[config.mk]
export PLATFORM = sky130hd
export DESIGN_NAME = thumb_instruction_encoder
export DESIGN_NICKNAME = d
export VERILOG_FILES = /design/src/design/thumb_enc_pkg.sv /design/src/design/thumb_enc_imm.sv /design/src/design/thumb_enc_pack.sv /design/src/design/thumb_instruction_encoder.sv
export SDC_FILE = /design/constraint.sdc
export NUM_CORES = 1
export LEC_CHECK = 0
export BUFFER_PORTS_ARGS = -buffer_cell sky130_fd_sc_hd__buf_2
export CAP_MARGIN = 0
export CORE_ASPECT_RATIO = 1.5
export CORE_MARGIN = 5
export CORE_UTILIZATION = 30
export CTS_CLUSTER_DIAMETER = 30
export DETAILED_ROUTE_END_ITERATION = 6
export PLACE_DENSITY = 0.47
export SKIP_CTS_REPAIR_TIMING = 1
export SYNTH_ARGS = -nofsm -noshare
export SYNTH_HDL_FRONTEND = slang
export SYNTH_SLANG_ARGS = --single-unit
[constraint.sdc]
create_clock -name clk -period 39.6 [get_ports clk]
set_clock_uncertainty 0.05 [all_clocks]
set_input_delay 1.98 -clock clk [delete_from_list [all_inputs] [get_ports clk]]
set_output_delay 1.98 -clock clk [all_outputs]
set_load 0.005 [all_outputs]
[src/design/thumb_enc_pkg.sv]
// Shared types, field layouts and codes of the Thumb instruction encoder.
package thumb_enc_pkg;

    // Flag bit positions inside op_flags.
    localparam int FL_LONG   = 0;
    localparam int FL_DS     = 1;
    localparam int FL_IMM    = 2;
    localparam int FL_BRANCH = 3;
    localparam int FL_EXCH   = 4;
    localparam int FL_WORD   = 5;
    localparam int FL_HALF   = 6;
    localparam int FL_POOL   = 7;
    localparam int FL_PCR    = 8;
    localparam int FL_ADDSUB = 9;
    localparam int FL_RSHIFT = 10;
    localparam int FL_REG    = 11;
    localparam int FL_HID    = 12;
    localparam int FL_HIS    = 13;

    localparam int FLAGS_W = 14;
    localparam int FMT_W   = 5;

    // Format numbers, counted from zero.
    localparam logic [FMT_W-1:0] FMT_SHIFT    = 5'd0;
    localparam logic [FMT_W-1:0] FMT_ADDSUB   = 5'd1;
    localparam logic [FMT_W-1:0] FMT_IMM8     = 5'd2;
    localparam logic [FMT_W-1:0] FMT_ALU      = 5'd3;
    localparam logic [FMT_W-1:0] FMT_HIREG    = 5'd4;
    localparam logic [FMT_W-1:0] FMT_PCLOAD   = 5'd5;
    localparam logic [FMT_W-1:0] FMT_REGOFF   = 5'd6;
    localparam logic [FMT_W-1:0] FMT_SIGNEXT  = 5'd7;
    localparam logic [FMT_W-1:0] FMT_IMMOFF   = 5'd8;
    localparam logic [FMT_W-1:0] FMT_HALFOFF  = 5'd9;
    localparam logic [FMT_W-1:0] FMT_SPREL    = 5'd10;
    localparam logic [FMT_W-1:0] FMT_LOADADDR = 5'd11;
    localparam logic [FMT_W-1:0] FMT_SPADJ    = 5'd12;
    localparam logic [FMT_W-1:0] FMT_PUSHPOP  = 5'd13;
    localparam logic [FMT_W-1:0] FMT_MULTI    = 5'd14;
    localparam logic [FMT_W-1:0] FMT_COND     = 5'd15;
    localparam logic [FMT_W-1:0] FMT_SWI      = 5'd16;
    localparam logic [FMT_W-1:0] FMT_UNCOND   = 5'd17;
    localparam logic [FMT_W-1:0] FMT_LONGBL   = 5'd18;

    // Opcode bits toggled to turn add into subtract and back.
    localparam logic [15:0] FLIP_ADDSUB = 16'h0200;
    localparam logic [15:0] FLIP_IMM8   = 16'h0800;
    localparam logic [15:0] FLIP_SPADJ  = 16'h0080;

    // Second halfword prefixes of the long branch with link.
    localparam logic [15:0] BL_LOW_EXCH = 16'hE800;
    localparam logic [15:0] BL_LOW      = 16'hF800;

    localparam logic [31:0] PC_ALIGN_MASK = 32'hFFFF_FFFD;
    localparam logic [31:0] PC_MAX_OFFSET = 32'd1020;

    typedef enum logic [3:0] {
        ERR_NONE       = 4'd0,
        ERR_BR_WORD    = 4'd1,
        ERR_BR_HALF    = 4'd2,
        ERR_BR_RANGE   = 4'd3,
        ERR_MUL4       = 4'd4,
        ERR_MUL2       = 4'd5,
        ERR_PCR_ALIGN  = 4'd6,
        ERR_PCR_RANGE  = 4'd7,
        ERR_SHIFT      = 4'd8,
        ERR_IMM_RANGE  = 4'd9,
        ERR_POOL_RANGE = 4'd10
    } err_code_t;

    // One input word; the last field sits in the lowest bits.
    typedef struct packed {
        logic [31:0] pool_address;
        logic [4:0]  imm_bit_length;
        logic [31:0] instr_address;
        logic [31:0] immediate;
        logic [15:0] reg_list;
        logic [2:0]  offset_reg;
        logic [2:0]  second_reg;
        logic [3:0]  source_reg;
        logic [3:0]  dest_reg;
        logic [15:0] base_opcode;
    } item_t;

    // Kind of instruction, carried beside the data.
    typedef struct packed {
        logic [FLAGS_W-1:0] op_flags;
        logic [FMT_W-1:0]   format_type;
    } kind_t;

    // One result word; the last field sits in the lowest bits.
    typedef struct packed {
        logic      misaligned_warning;
        err_code_t error_code;
        logic [1:0]  halfword_count;
        logic [15:0] second_halfword;
        logic [15:0] first_halfword;
    } result_t;

    localparam int ITEM_W    = $bits(item_t);
    localparam int KIND_W    = $bits(kind_t);
    localparam int RESULT_W  = $bits(result_t);
    localparam int IN_DATA_W  = ((ITEM_W + 7) / 8) * 8;
    localparam int IN_USER_W  = ((KIND_W + 7) / 8) * 8;
    localparam int OUT_DATA_W = ((RESULT_W + 7) / 8) * 8;

    // Converted immediate handed from the check stage to the field merge.
    typedef struct packed {
        logic [31:0] value;
        logic [15:0] opcode;
        err_code_t   err;
    } imm_res_t;

endpackage

[src/design/thumb_enc_imm.sv]
// Immediate checks and conversion: alignment, range, scaling and add/sub flip.
module thumb_enc_imm (
    input  thumb_enc_pkg::item_t    item,
    input  thumb_enc_pkg::kind_t    kind,
    output thumb_enc_pkg::imm_res_t res
);
    import thumb_enc_pkg::*;

    logic [FLAGS_W-1:0] fl;
    logic [FMT_W-1:0]   fmt;
    logic [31:0]        fmask;
    logic [31:0]        imm0;
    logic [31:0]        num;
    logic signed [32:0] sn;
    logic signed [32:0] bound;
    logic               br_range_bad;
    logic [31:0]        br_half;
    logic [31:0]        br_val;
    logic [31:0]        pc_target;
    logic [31:0]        pc_diff;
    logic               pc_bad;
    logic [31:0]        pc_val;
    logic [31:0]        imm1;
    err_code_t          err1;
    logic [32:0]        neg_mag;
    logic [15:0]        flip;
    logic               do_flip;
    logic [31:0]        imm2;
    logic [15:0]        opc2;
    logic [31:0]        shift_max;

    assign fl    = kind.op_flags;
    assign fmt   = kind.format_type;
    assign fmask = (32'd1 << item.imm_bit_length) - 32'd1;
    assign imm0  = fl[FL_IMM] ? item.immediate : 32'd0;

    // Branch offset relative to the prefetched PC, halved.
    assign num          = imm0 - item.instr_address - 32'd4;
    assign sn           = $signed({num[31], num});
    assign bound        = $signed(33'd1 << item.imm_bit_length);
    assign br_range_bad = (sn >= bound) || (sn < -bound);
    assign br_half      = {num[31], num[31:1]};
    assign br_val       = br_half + (fl[FL_EXCH] ? {31'd0, br_half[0]} : 32'd0);

    // Word offset from the PC with bit 1 cleared, shared by pool and PC-relative forms.
    assign pc_target = fl[FL_POOL] ? item.pool_address : imm0;
    assign pc_diff   = pc_target - ((item.instr_address + 32'd4) & PC_ALIGN_MASK);
    assign pc_bad    = pc_diff[31] || (pc_diff > PC_MAX_OFFSET);
    assign pc_val    = {24'd0, pc_diff[9:2]};

    // First conversion step, chosen by the operand kind.
    always_comb
    begin
        imm1 = imm0;
        err1 = ERR_NONE;
        if (fl[FL_IMM])
        begin
            priority if (fl[FL_BRANCH])
            begin
                if (fl[FL_EXCH] && (imm0[1:0] != 2'd0))
                    err1 = ERR_BR_WORD;
                else if (!fl[FL_EXCH] && imm0[0])
                    err1 = ERR_BR_HALF;
                else if (br_range_bad)
                    err1 = ERR_BR_RANGE;
                else
                    imm1 = br_val;
            end
            else if (fl[FL_WORD])
            begin
                if (imm0[1:0] != 2'd0)
                    err1 = ERR_MUL4;
                else
                    imm1 = {{2{imm0[31]}}, imm0[31:2]};
            end
            else if (fl[FL_HALF])
            begin
                if (imm0[0])
                    err1 = ERR_MUL2;
                else
                    imm1 = {imm0[31], imm0[31:1]};
            end
            else if (fl[FL_POOL])
            begin
                if (pc_bad)
                    err1 = ERR_POOL_RANGE;
                else
                    imm1 = pc_val;
            end
            else if (fl[FL_PCR])
            begin
                if (imm0[1:0] != 2'd0)
                    err1 = ERR_PCR_ALIGN;
                else if (pc_bad)
                    err1 = ERR_PCR_RANGE;
                else
                    imm1 = pc_val;
            end
            else
            begin
                imm1 = imm0;
            end
        end
    end

    // A small negative add or subtract immediate becomes the opposite operation.
    assign neg_mag = 33'd0 - {imm1[31], imm1};

    always_comb
    begin
        unique case (fmt)
            FMT_ADDSUB: flip = FLIP_ADDSUB;
            FMT_IMM8:   flip = FLIP_IMM8;
            FMT_SPADJ:  flip = FLIP_SPADJ;
            default:    flip = 16'd0;
        endcase
    end

    assign do_flip = fl[FL_IMM] && (err1 == ERR_NONE) && fl[FL_ADDSUB] && imm1[31]
                     && (neg_mag <= {1'b0, fmask}) && (flip != 16'd0);
    assign imm2    = do_flip ? (32'd0 - imm1) : imm1;
    assign opc2    = do_flip ? (item.base_opcode ^ flip) : item.base_opcode;

    assign shift_max = fl[FL_RSHIFT] ? 32'd32 : 32'd31;

    // Final range checks and masking of branch fields.
    always_comb
    begin
        res.value  = imm2;
        res.opcode = opc2;
        res.err    = err1;
        if (fl[FL_IMM] && (err1 == ERR_NONE))
        begin
            priority if (fmt == FMT_SHIFT)
            begin
                if (imm2[31] || (imm2 > shift_max))
                    res.err = ERR_SHIFT;
            end
            else if (fl[FL_BRANCH])
            begin
                res.value = imm2 & fmask;
            end
            else if (!(fl[FL_POOL] || fl[FL_PCR]))
            begin
                if (imm2[31] || (imm2 > fmask))
                    res.err = ERR_IMM_RANGE;
            end
            else
            begin
                res.value = imm2;
            end
        end
    end

endmodule

[src/design/thumb_enc_pack.sv]
// Field merge: places registers and the converted immediate into the opcode.
module thumb_enc_pack (
    input  thumb_enc_pkg::item_t    item,
    input  thumb_enc_pkg::kind_t    kind,
    input  thumb_enc_pkg::imm_res_t imm,
    output thumb_enc_pkg::result_t  result
);
    import thumb_enc_pkg::*;

    logic [FLAGS_W-1:0] fl;
    logic [3:0]         rd;
    logic [3:0]         rs;
    logic [15:0]        rd_lo;
    logic [15:0]        rs_mid;
    logic [15:0]        rd_hi;
    logic [15:0]        imm_at6;
    logic [15:0]        enc;
    logic [15:0]        second;

    assign fl      = kind.op_flags;
    assign rd      = item.dest_reg;
    assign rs      = fl[FL_DS] ? item.dest_reg : item.source_reg;
    assign rd_lo   = {12'd0, rd};
    assign rs_mid  = {9'd0, rs, 3'd0};
    assign rd_hi   = {4'd0, rd, 8'd0};
    assign imm_at6 = {imm.value[9:0], 6'd0};

    // Merge operand fields by format.
    always_comb
    begin
        enc    = imm.opcode;
        second = 16'd0;
        unique case (kind.format_type)
            FMT_SHIFT:
            begin
                if (fl[FL_RSHIFT] && (imm.value == 32'd0))
                    enc = 16'd0;
                enc = enc | {5'd0, imm.value[4:0], 6'd0} | rs_mid | rd_lo;
            end
            FMT_ADDSUB:
            begin
                if (fl[FL_IMM])
                    enc = enc | imm_at6;
                else if (fl[FL_REG])
                    enc = enc | {7'd0, item.second_reg, 6'd0};
                enc = enc | rs_mid | rd_lo;
            end
            FMT_IMM8, FMT_PCLOAD, FMT_LOADADDR:
                enc = enc | rd_hi | imm.value[15:0];
            FMT_ALU:
                enc = enc | rs_mid | rd_lo;
            FMT_HIREG:
            begin
                if (fl[FL_HID])
                    enc = enc | {8'd0, rd[3], 4'd0, rd[2:0]};
                if (fl[FL_HIS])
                    enc = enc | {9'd0, rs[3], rs[2:0], 3'd0};
            end
            FMT_REGOFF, FMT_SIGNEXT:
                enc = enc | {7'd0, item.offset_reg, 6'd0} | rs_mid | rd_lo;
            FMT_IMMOFF, FMT_HALFOFF:
            begin
                if (fl[FL_IMM])
                    enc = enc | imm_at6;
                enc = enc | rs_mid | rd_lo;
            end
            FMT_SPREL:
            begin
                enc = enc | rd_hi;
                if (fl[FL_IMM])
                    enc = enc | imm.value[15:0];
            end
            FMT_SPADJ, FMT_COND, FMT_SWI, FMT_UNCOND:
                enc = enc | imm.value[15:0];
            FMT_PUSHPOP:
                enc = enc | {7'd0, item.reg_list[15] | item.reg_list[14], 8'd0}
                          | {8'd0, item.reg_list[7:0]};
            FMT_MULTI:
                enc = enc | rd_hi | {8'd0, item.reg_list[7:0]};
            FMT_LONGBL:
            begin
                if (fl[FL_LONG])
                begin
                    enc    = enc | {5'd0, imm.value[21:11]};
                    second = (fl[FL_EXCH] ? BL_LOW_EXCH : BL_LOW)
                             | {5'd0, imm.value[10:0]};
                end
                else if (fl[FL_IMM])
                begin
                    enc = enc | {5'd0, imm.value[10:0]};
                end
            end
            default:
                enc = imm.opcode;
        endcase
    end

    // Both halfwords read zero when a check failed.
    assign result.first_halfword     = (imm.err == ERR_NONE) ? enc : 16'd0;
    assign result.second_halfword    = (imm.err == ERR_NONE) ? second : 16'd0;
    assign result.halfword_count     = fl[FL_LONG] ? 2'd2 : 2'd1;
    assign result.error_code         = imm.err;
    assign result.misaligned_warning = item.instr_address[0];

endmodule

[src/design/thumb_instruction_encoder.sv]
// Top level of the Thumb instruction encoder: stream ports and the two register stages.
//
// One parsed instruction enters on the s_axis channel as a word: format number and
// flags travel in s_axis_tuser, the registers, immediate and addresses in s_axis_tdata.
// Each word gives exactly one result word on the m_axis channel: the encoded
// halfwords, the halfword count, an error code and a misaligned-address warning.
// A word is accepted at a clock edge where tvalid and tready are both high.
//
// The word is captured in the input register at the accepting edge, checked and
// encoded by one pass of combinational logic, and captured in the result register
// once that register is empty or being drained; m_axis_tvalid follows the result
// register. Throughput is one word per cycle while m_axis_tready stays high.
//
// When the receiver holds m_axis_tready low, the result stays unchanged on the port.
// The input register still takes one more word while the result register is full;
// after that s_axis_tready falls until the result is taken.
// Reset empties both stages, so s_axis_tready is high once it is released.
module thumb_instruction_encoder (
    input  logic                                  clk,
    input  logic                                  rst_n,
    input  logic                                  s_axis_tvalid,
    output logic                                  s_axis_tready,
    // From bit 0: base_opcode, dest_reg, source_reg, second_reg, offset_reg, reg_list,
    // immediate, instr_address, imm_bit_length, pool_address, zero padding.
    input  logic [thumb_enc_pkg::IN_DATA_W-1:0]   s_axis_tdata,
    // From bit 0: format_type, op_flags, zero padding.
    input  logic [thumb_enc_pkg::IN_USER_W-1:0]   s_axis_tuser,
    output logic                                  m_axis_tvalid,
    input  logic                                  m_axis_tready,
    // From bit 0: first_halfword, second_halfword, halfword_count, error_code,
    // misaligned_warning, zero padding.
    output logic [thumb_enc_pkg::OUT_DATA_W-1:0]  m_axis_tdata
);
    import thumb_enc_pkg::*;

    logic     in_valid_reg;
    logic     in_valid_next;
    item_t    item_reg;
    kind_t    kind_reg;
    logic     out_valid_reg;
    logic     out_valid_next;
    result_t  result_reg;
    logic     out_ready;
    imm_res_t imm_res;
    result_t  result_comb;

    // A stage moves on when the one after it is empty or being drained.
    assign out_ready     = !out_valid_reg || m_axis_tready;
    assign s_axis_tready = !in_valid_reg || out_ready;

    always_comb
    begin
        in_valid_next  = s_axis_tready ? s_axis_tvalid : in_valid_reg;
        out_valid_next = out_ready ? in_valid_reg : out_valid_reg;
    end

    // Stage valid bits.
    always_ff @(posedge clk or negedge rst_n)
    begin
        if (!rst_n)
        begin
            in_valid_reg  <= 1'b0;
            out_valid_reg <= 1'b0;
        end
        else
        begin
            in_valid_reg  <= in_valid_next;
            out_valid_reg <= out_valid_next;
        end
    end

    // Input register.
    always_ff @(posedge clk)
    begin
        if (s_axis_tvalid && s_axis_tready)
        begin
            item_reg <= item_t'(s_axis_tdata[ITEM_W-1:0]);
            kind_reg <= kind_t'(s_axis_tuser[KIND_W-1:0]);
        end
    end

    // Immediate checks and conversion.
    thumb_enc_imm u_imm (
        .item (item_reg),
        .kind (kind_reg),
        .res  (imm_res)
    );

    // Operand field merge.
    thumb_enc_pack u_pack (
        .item   (item_reg),
        .kind   (kind_reg),
        .imm    (imm_res),
        .result (result_comb)
    );

    // Result register.
    always_ff @(posedge clk)
    begin
        if (in_valid_reg && out_ready)
            result_reg <= result_comb;
    end

    assign m_axis_tvalid = out_valid_reg;
    assign m_axis_tdata  = {{(OUT_DATA_W - RESULT_W){1'b0}}, result_reg};

endmodule

# Word-level counts from Yosys, hierarchy flattened
# Index checks and enable logic that the tools add are counted.
op_classes:
  n_lt_le_gt_ge: 6
  eq_ne: 18
  shifts: 2
  reduce_logical: 31
  n_addsub: 9
  n_bitwise: 28
  n_mux: 60
op_table:
  columns: ["operator", "n"]
  rows:
  - ["32-bit 2-to-1 mux", 17]
  - ["16-bit 2-to-1 mux", 14]
  - ["16-bit one-hot mux with 12 select lines", 1]
  - ["16-bit by 7-bit OR with 16-bit output", 6]
  - ["16-bit by 4-bit OR with 16-bit output", 5]
  - ["4-bit 2-to-1 mux", 17]
  - ["32-bit greater-than comparator", 2]
  - ["16-bit by 11-bit OR with 16-bit output", 4]
  - ["32-bit subtractor", 2]
  - ["31-bit 2-to-1 mux", 2]
  - ["16-bit OR", 3]
  - ["16-bit by 8-bit OR with 16-bit output", 3]
  - ["16-bit by 9-bit OR with 16-bit output", 3]
  - ["5-bit by 4-bit equality test with 1-bit output (second input constant)", 8]
  - ["12-bit one-hot mux with 3 select lines", 1]
  - ["32-bit by 33-bit greater-or-equal comparator with 1-bit output", 1]
  - ["33-bit by 32-bit less-or-equal comparator with 1-bit output", 1]
  - ["32-bit by 33-bit < comparator with 1-bit output", 1]
  - ["33-bit negation", 1]
  - ["1-bit by 5-bit << shifter with 33-bit output (first input constant)", 1]
  - ["1-bit by 32-bit subtractor with 33-bit output (first input constant)", 1]
  - ["31-bit by 2-bit adder with 32-bit output", 1]
  - ["32-bit by 3-bit adder with 32-bit output (second input constant)", 1]
  - ["32-bit AND", 1]
  - ["other kinds (29)", 57]
word_totals:
  output_inout_bits: 42
  inputBits: 180
  ff_bits: 207

# Logic depth before layout (Yosys ltp)
# Gate-level depths: netlist of the first run.
logic_depth:
  depth_word: 32
  ltp_mapped: 73

# Modules after synthesis
# A second synthesis of the first run with hierarchy kept.
unflattened:
  hier_cells: 2941
  area_unflattened_um2: 24104.4
modules_own_cells:
  columns: ["module", "cells_per_inst", "area_each_um2", "n_inst"]
  rows:
  - ["thumb_enc_imm", 2383, 15795.1, 1]
  - ["thumb_instruction_encoder", 215, 6271.0, 1]
  - ["thumb_enc_pack", 343, 2038.2, 1]

# Worst setup path before layout of the first run
# OpenSTA, ideal clock, no wires.
synth_path:
  path_kind: "register -> register"
  from: "reg kind_reg[7] (netlist bit)"
  to: "reg result_reg (netlist bit m_axis_tdata[28]), data pin"
  required_ns: 39.400
  setup_ns: 0.150
  path_slack_ns: 25.161
  path_buffers: 12
  period_less_slack_ns: 14.439
  arrival_ns: 14.238
  path_stages_with_launch: 66
  cell_sequence: "edfxtp_1 > clkbuf_1 > clkbuf_1 > clkbuf_1 > clkbuf_1 > clkbuf_1 > clkbuf_1 > nand2_1 > ha_1 > inv_1 > ha_1 > clkbuf_1 > nand4_1 > a2111oi_0 > nor3_1 > a211oi_1 > mux2i_1 > ha_1 > [... 30 more ...] > o21bai_1 > a21oi_1 > o21bai_1 > a21oi_1 > nor2_1 > nor2_1 > o21bai_1 > a311oi_1 > nor2_1 > or3b_2 > a41oi_1 > o22ai_1 > or3_1 > or3_1 > o31a_1 > buf_4 > buf_6 > nor3_2"
synth_lines:
  columns: ["element", "line_no", "text"]
  rows:
  - ["from (decl)", "thumb_instruction_encoder.sv:39", "kind_t kind_reg;"]
  - ["from (signal assigned)", "thumb_instruction_encoder.sv:78", "kind_reg <= kind_t'(s_axis_tuser[KIND_W-1:0]);"]
  - ["to (signal assigned)", "thumb_instruction_encoder.sv:101", "result_reg <= result_comb;"]
  - ["to (decl)", "thumb_instruction_encoder.sv:42", "result_t result_reg;"]

==> impl_metrics.py, run 1 <==
metrics = {
    "synth": {
        "synth-simple-area-share": 0.230,
        "synth_top_area_share": 0.250,
        "syn-cell-area_sq_um": 23500,
        "ys_warn_count": 0,
        "synthMuxAreaShare": 0.0235,
        "synth_top_family_by_area": "compound AO/OA/AOI/OAI gates",
        "ys_seq_area_frac": 0.252,
        "ys_ff_latch": 198,
        "synth_adder_area_share": 0.140,
        "yosys.area.top_type": "edfxtp_1",
        "yosysMostFrequentCell": "nand2_1",
        "syn_inst": 2947,
        "avgSynthCellArea_sq_um": 7.98,
        "ys.flop_type": "edfxtp_1",
        "synth_edf_count": 196,
        "synth_compound_area_frac": 0.251,
        "async_flop_share": 0.0101,
        "synth_xor_area_frac": 0.0503,
        "yosys-top-cells-count": "334 x nand2_1, 262 x ha_1, 221 x nor2_1",
        "synth_area_leaders": "edfxtp_1 25%, ha_1 14%, nand2_1 5.3%",
        "synth_cell_type_count": 98,
    },
    "timing": {
        "fmax_mhz": 49.7,
        "period_needed_ns": 20.14,
        "relSlewSlack": 0.0487,
        "worst-slew-pin-transition_ns": 1.42,
        "finalSetupViolCount": 0,
        "hold_violations": 0,
        "timing.final.crit_share": 0.509,
        "rsz0062_at_grt": "no",
        "slew_violations": 0,
        "fin_setup_tns_ns": 0,
        "setup_ws_ns": 19.46,
    },
    "worst_setup_path": {
        "critical-path-top-delay-family": "compound AO/OA/AOI/OAI gates",
        "cp_slowest_stage_delay_ns": 0.96,
        "cp.arrival_ns": 20.36,
        "cp-start-kind": "flop",
        "path_buf_inv": 5,
        "path_class": "reg -> reg",
        "critPathCaptureType": "flop",
        "critical_path.most_common_cell": "ha_1",
        "path_max_fanout": 41,
        "cpMaxStageDelayCell": "mux2i_1",
        "worstPathRequired_ns": 39.83,
    },
    "routing": {
        "drt_first_iter_violations": 1848,
        "dr_wl_met2_um": 55400,
        "wl_met1_um": 39400,
        "highest-signal-layer": "met4",
        "wl_per_cell_um": 26.7,
        "wl_um": 109000,
        "vias": 24100,
        "ant_nets": 0,
        "firstDrtPassIters": 5,
        "via_per_inst": 5.90,
        "wl_met3_um": 4460,
        "drcViolationCount": 0,
    },
    "cts": {
        "clk_path_buf_depth": 2,
        "cts.clk_slew.worst_paths_ns": 0.08,
        "clkLatencyLatePin_ns": 0.52,
        "cts_buffers": 17,
        "htreeDepth": 4,
        "clock-sinks": 198,
        "root_buffer": "clkbuf_16",
        "cts_tree": "done",
    },
    "grt": {
        "grt_max_degree": 76,
        "grt_pass1_vias": 24100,
        "grt_util_all_layers": 0.249,
        "grt_pass1_wl_um": 157000,
        "antenna_found_initial": 1,
        "grt_overflow": 0,
    },
    "power": {
        "cellPowerDensity_nw_per_um2": 38.0,
        "p_leak_nw": 10.4,
        "vdd_drop_max_v": 0.0000373,
    },
    "placed_design": {
        "placed_cell_area_sq_um": 25500,
        "port_buffers": 204,
        "post-dp-hpwl_um": 89100,
        "pre_cts_slack_ns": 19.96,
        "gp_congestion": 0.951,
    },
    "layout": {
        "largest_reg_flops": 141,
        "stdcell_area_sq_um": 26100,
        "antenna_cells": 0,
        "finalNetCount": 3503,
        "drive_gt1_frac": 0.116,
        "areaGrowthSynthToFinish_pct": 11.0,
    },
    "floorplanning": {
        "die_area_sq_um": 84200,
        "die_x_um": 239,
        "start_util": 0.303,
        "core_area_sq_um": 77600,
        "rows": 125,
        "die-height_um": 353,
        "ios": 222,
    },
    "run": {
        "cap_violations": 0,
    },
    "status": {
        "status": "finished clean",
    },
    "min_path": {
        "hold_path.class": "reg -> reg",
    },
}
==> per-layer routing <==
metal | GRT usage | vias to the layer above
li1 | - | 11300
met1 | 0.259 | 11600
met2 | 0.450 | 902
met3 | 0.0306 | 278
met4 | 0.191 | 0
met5 | 0 | -
==> cell families after synthesis <==
logic type                 count (synthesis)
AOI/OAI and AO/OA                        893
xor gates and xnor gates                 135
adders and majority gates                263
buffers and inverters                    320
DFF                                      198
muxes                                     52
other                                      2
and+or+nand+nor                         1084
==> where the power goes <==
| group | internal [mW] | leakage [nW] | switching, mW |
|---|---|---|---|
| logic | 0.182 | 8.24 | 0.369 |
| registers | 0.250 | 1.92 | 0.0167 |
| clock network | 0.0830 | 0.271 | 0.0915 |
==> final cells by class <==
type                       count  area [sq um]
multi-input combinational   2432         16400
fill                        8312         51500
sequential                   198          5940
tap                         1016          1270
timing repair buffer         245          1330
clock buffer                  17           425
inverter                     166           623
clock inverter                14           140
==> placed cells by master (no fill, tap or decap), types with 48 or more instances in the layout <==
| cell | synthesis | layout |
|---|---|---|
| a21oi_1 | 201 | 201 |
| buf_2 | 4 | 204 |
| edfxtp_1 | 196 | 196 |
| ha_1 | 262 | 262 |
| inv_1 | 163 | 163 |
| nand2_1 | 334 | 334 |
| nand3_1 | 93 | 93 |
| nand4_1 | 64 | 64 |
| nor2_1 | 221 | 221 |
| nor3_1 | 76 | 76 |
| nor4_1 | 49 | 48 |
| o21ai_0 | 210 | 210 |
| xnor2_1 | 85 | 85 |
| xor2_1 | 50 | 50 |
==> through the flow <==
| stage | power, mW | utilization | hold slack, ns | cells |
|---|---|---|---|---|
| floorplan | 0.614 | - | 0.374 | 2950 |
| global placement | 0.801 | 0.329 | 0.419 | 4057 |
| detailed placement | 0.809 | 0.329 | 0.437 | 4057 |
| CTS | 0.990 | 0.337 | 0.456 | 4088 |
| global route | 1.05 | 0.337 | 0.486 | 4088 |
| finish | 0.992 | 0.337 | 0.450 | 4088 |
==> path summary, 6_finish.rpt <==
check	cells after the start	startpoint	end	slack, ns
worst max-delay path	56	item_reg[46]	m_axis_tdata[15]	19.46
worst min-delay path	1	in_valid_reg	m_axis_tvalid	0.45
worst max register to register	56	item_reg[46]	m_axis_tdata[15]	19.46
worst min register to register	1	in_valid_reg	m_axis_tvalid	0.45
max in group asynchronous	1	rst_n	m_axis_tvalid	38.20
min in group asynchronous	1	rst_n	in_valid_reg	1.20
(Power assumes the default switching activity.)
==> inputs of run 2 (changes only) <==
==> constraint.sdc (replaced) <==
create_clock -name clk -period 19.4 [get_ports clk]
set_clock_uncertainty 0.05 [all_clocks]
set_input_delay 0.97 -clock clk [delete_from_list [all_inputs] [get_ports clk]]
set_output_delay 0.97 -clock clk [all_outputs]
set_load 0.005 [all_outputs]
==> impl_metrics.py, run 2 (synthesized netlist as in run 1, its figures left out) <==
metrics = {
    "worst_setup_path": {
        "worstPathRequired_ns": 19.66,
        "cpMaxStageDelayCell": "a2111oi_0",
        "path_class": "reg -> reg",
        "cp-start-kind": "flop",
        "critical-path-top-delay-family": "simple AND/OR/NAND/NOR gates",
        "critical_path.most_common_cell": "buf_4",
        "cp_slowest_stage_delay_ns": 0.82,
        "path_buf_inv": 10,
        "path_max_fanout": 49,
        "cp.arrival_ns": 17.29,
        "critPathCaptureType": "flop",
    },
    "routing": {
        "wl_um": 109000,
        "wl_per_cell_um": 26.4,
        "dr_wl_met2_um": 55300,
        "ant_nets": 0,
        "vias": 24200,
        "via_per_inst": 5.85,
        "drt_first_iter_violations": 2019,
        "drcViolationCount": 19,
        "wl_met1_um": 38900,
        "wl_met3_um": 4190,
        "highest-signal-layer": "met4",
        "firstDrtPassIters": 7,
    },
    "placed_design": {
        "port_buffers": 204,
        "placed_cell_area_sq_um": 25900,
        "post-dp-hpwl_um": 90100,
        "gp_congestion": 0.994,
    },
    "layout": {
        "fillCellCount": 8325,
        "drive_gt1_frac": 0.128,
        "fin_util": 0.341,
        "stdcell_area_sq_um": 26400,
        "finalNetCount": 3546,
        "largest_reg_flops": 141,
        "final_common_cell": "nand2_1",
        "final_cell_mix": "334 x nand2_1, 262 x ha_1, 221 x nor2_1",
        "antenna_cells": 0,
        "areaGrowthSynthToFinish_pct": 12.4,
    },
    "cts": {
        "htreeDepth": 4,
        "cts_tree": "done",
        "clkLatencyLatePin_ns": 0.52,
        "clock-sinks": 198,
        "root_buffer": "clkbuf_16",
        "cts.clk_slew.worst_paths_ns": 0.09,
        "clk_path_buf_depth": 2,
        "cts_buffers": 17,
    },
    "floorplanning": {
        "ios": 222,
        "die_x_um": 239,
        "die-height_um": 353,
        "die_area_sq_um": 84200,
        "rows": 125,
        "start_util": 0.303,
        "core_area_sq_um": 77600,
    },
    "power": {
        "cellPowerDensity_nw_per_um2": 77.2,
        "swShare": 0.476,
        "p_switching_mw": 0.972,
        "p_leak_nw": 10.7,
        "p_int_mw": 1.07,
        "total_power_mw": 2.04,
        "seqPwrFrac": 0.267,
        "vdd_drop_max_v": 0.0000711,
        "pwr-share-clk": 0.176,
        "combPwrFrac": 0.558,
    },
    "timing": {
        "fin_setup_tns_ns": 0,
        "fmax_mhz": 58.7,
        "rsz0062_at_grt": "no",
        "relSlewSlack": 0.0867,
        "finalSetupViolCount": 0,
        "holdWs_ns": 0.192,
        "period_needed_ns": 17.02,
        "hold_violations": 0,
        "slew_violations": 0,
        "worst-slew-pin-transition_ns": 1.37,
        "timing.final.crit_share": 0.878,
    },
    "grt": {
        "grt_pass1_vias": 24300,
        "grt_overflow": 0,
        "grt_max_degree": 78,
        "grt_pass1_wl_um": 158000,
        "antenna_found_initial": 2,
        "grt_util_all_layers": 0.250,
    },
    "run": {
        "cap_violations": 0,
    },
    "min_path": {
        "hold_path.class": "in -> async",
    },
    "status": {
        "violations": "design-rule violations",
        "status": "finished with violations",
    },
}
[run 2: metrics by stage]
step                      setup WS (ns)  cells
final                              2.38   4132
after global routing               1.24   4132
after CTS                          2.53   4132
after detailed placement           2.69   4100
after global placement             2.61   4100
after floorplan                    4.96   2950
[run 2: power groups by stage]
| stage | clock network [mW] | registers (mW) | logic (mW) |
|---|---|---|---|
| finish | 0.359 | 0.545 | 1.14 |
| global route | 0.385 | 0.548 | 1.24 |
| CTS | 0.373 | 0.545 | 1.13 |
| detailed placement | 0 | 0.554 | 1.12 |
| global placement | 0 | 0.554 | 1.11 |
| floorplan | 0 | 0.538 | 0.715 |
[run 2: worst paths after layout]
path                            slack [ns]         start  cells past startpoint                to
worst max-delay path                  2.38   kind_reg[7]                     61  m_axis_tdata[18]
worst max register to register        2.38   kind_reg[7]                     61  m_axis_tdata[18]
worst min register to register        0.44  in_valid_reg                      1     m_axis_tvalid
worst min-delay path                  0.19         rst_n                      1      in_valid_reg
max in group asynchronous            19.01         rst_n                      1     m_axis_tvalid
min in group clk                      0.44  in_valid_reg                      1     m_axis_tvalid
[run 2: layout make-up]
cell class / instances / area [sq um] / area share
clock buffer: 18 / 429 / 0.0162
sequential: 198 / 5940 / 0.224
timing repair buffer: 288 / 1660 / 0.0629
inverter: 166 / 623 / 0.0236
multi-input combinational: 2432 / 16400 / 0.619
clock inverter: 14 / 144 / 0.00544
tap: 1016 / 1270 / 0.0481
[run 2: metal layers]
layer	vias up	global-route usage
met5	-	0
met4	0	0.198
met3	288	0.0273
met2	863	0.451
met1	11600	0.259
li1	11400	-
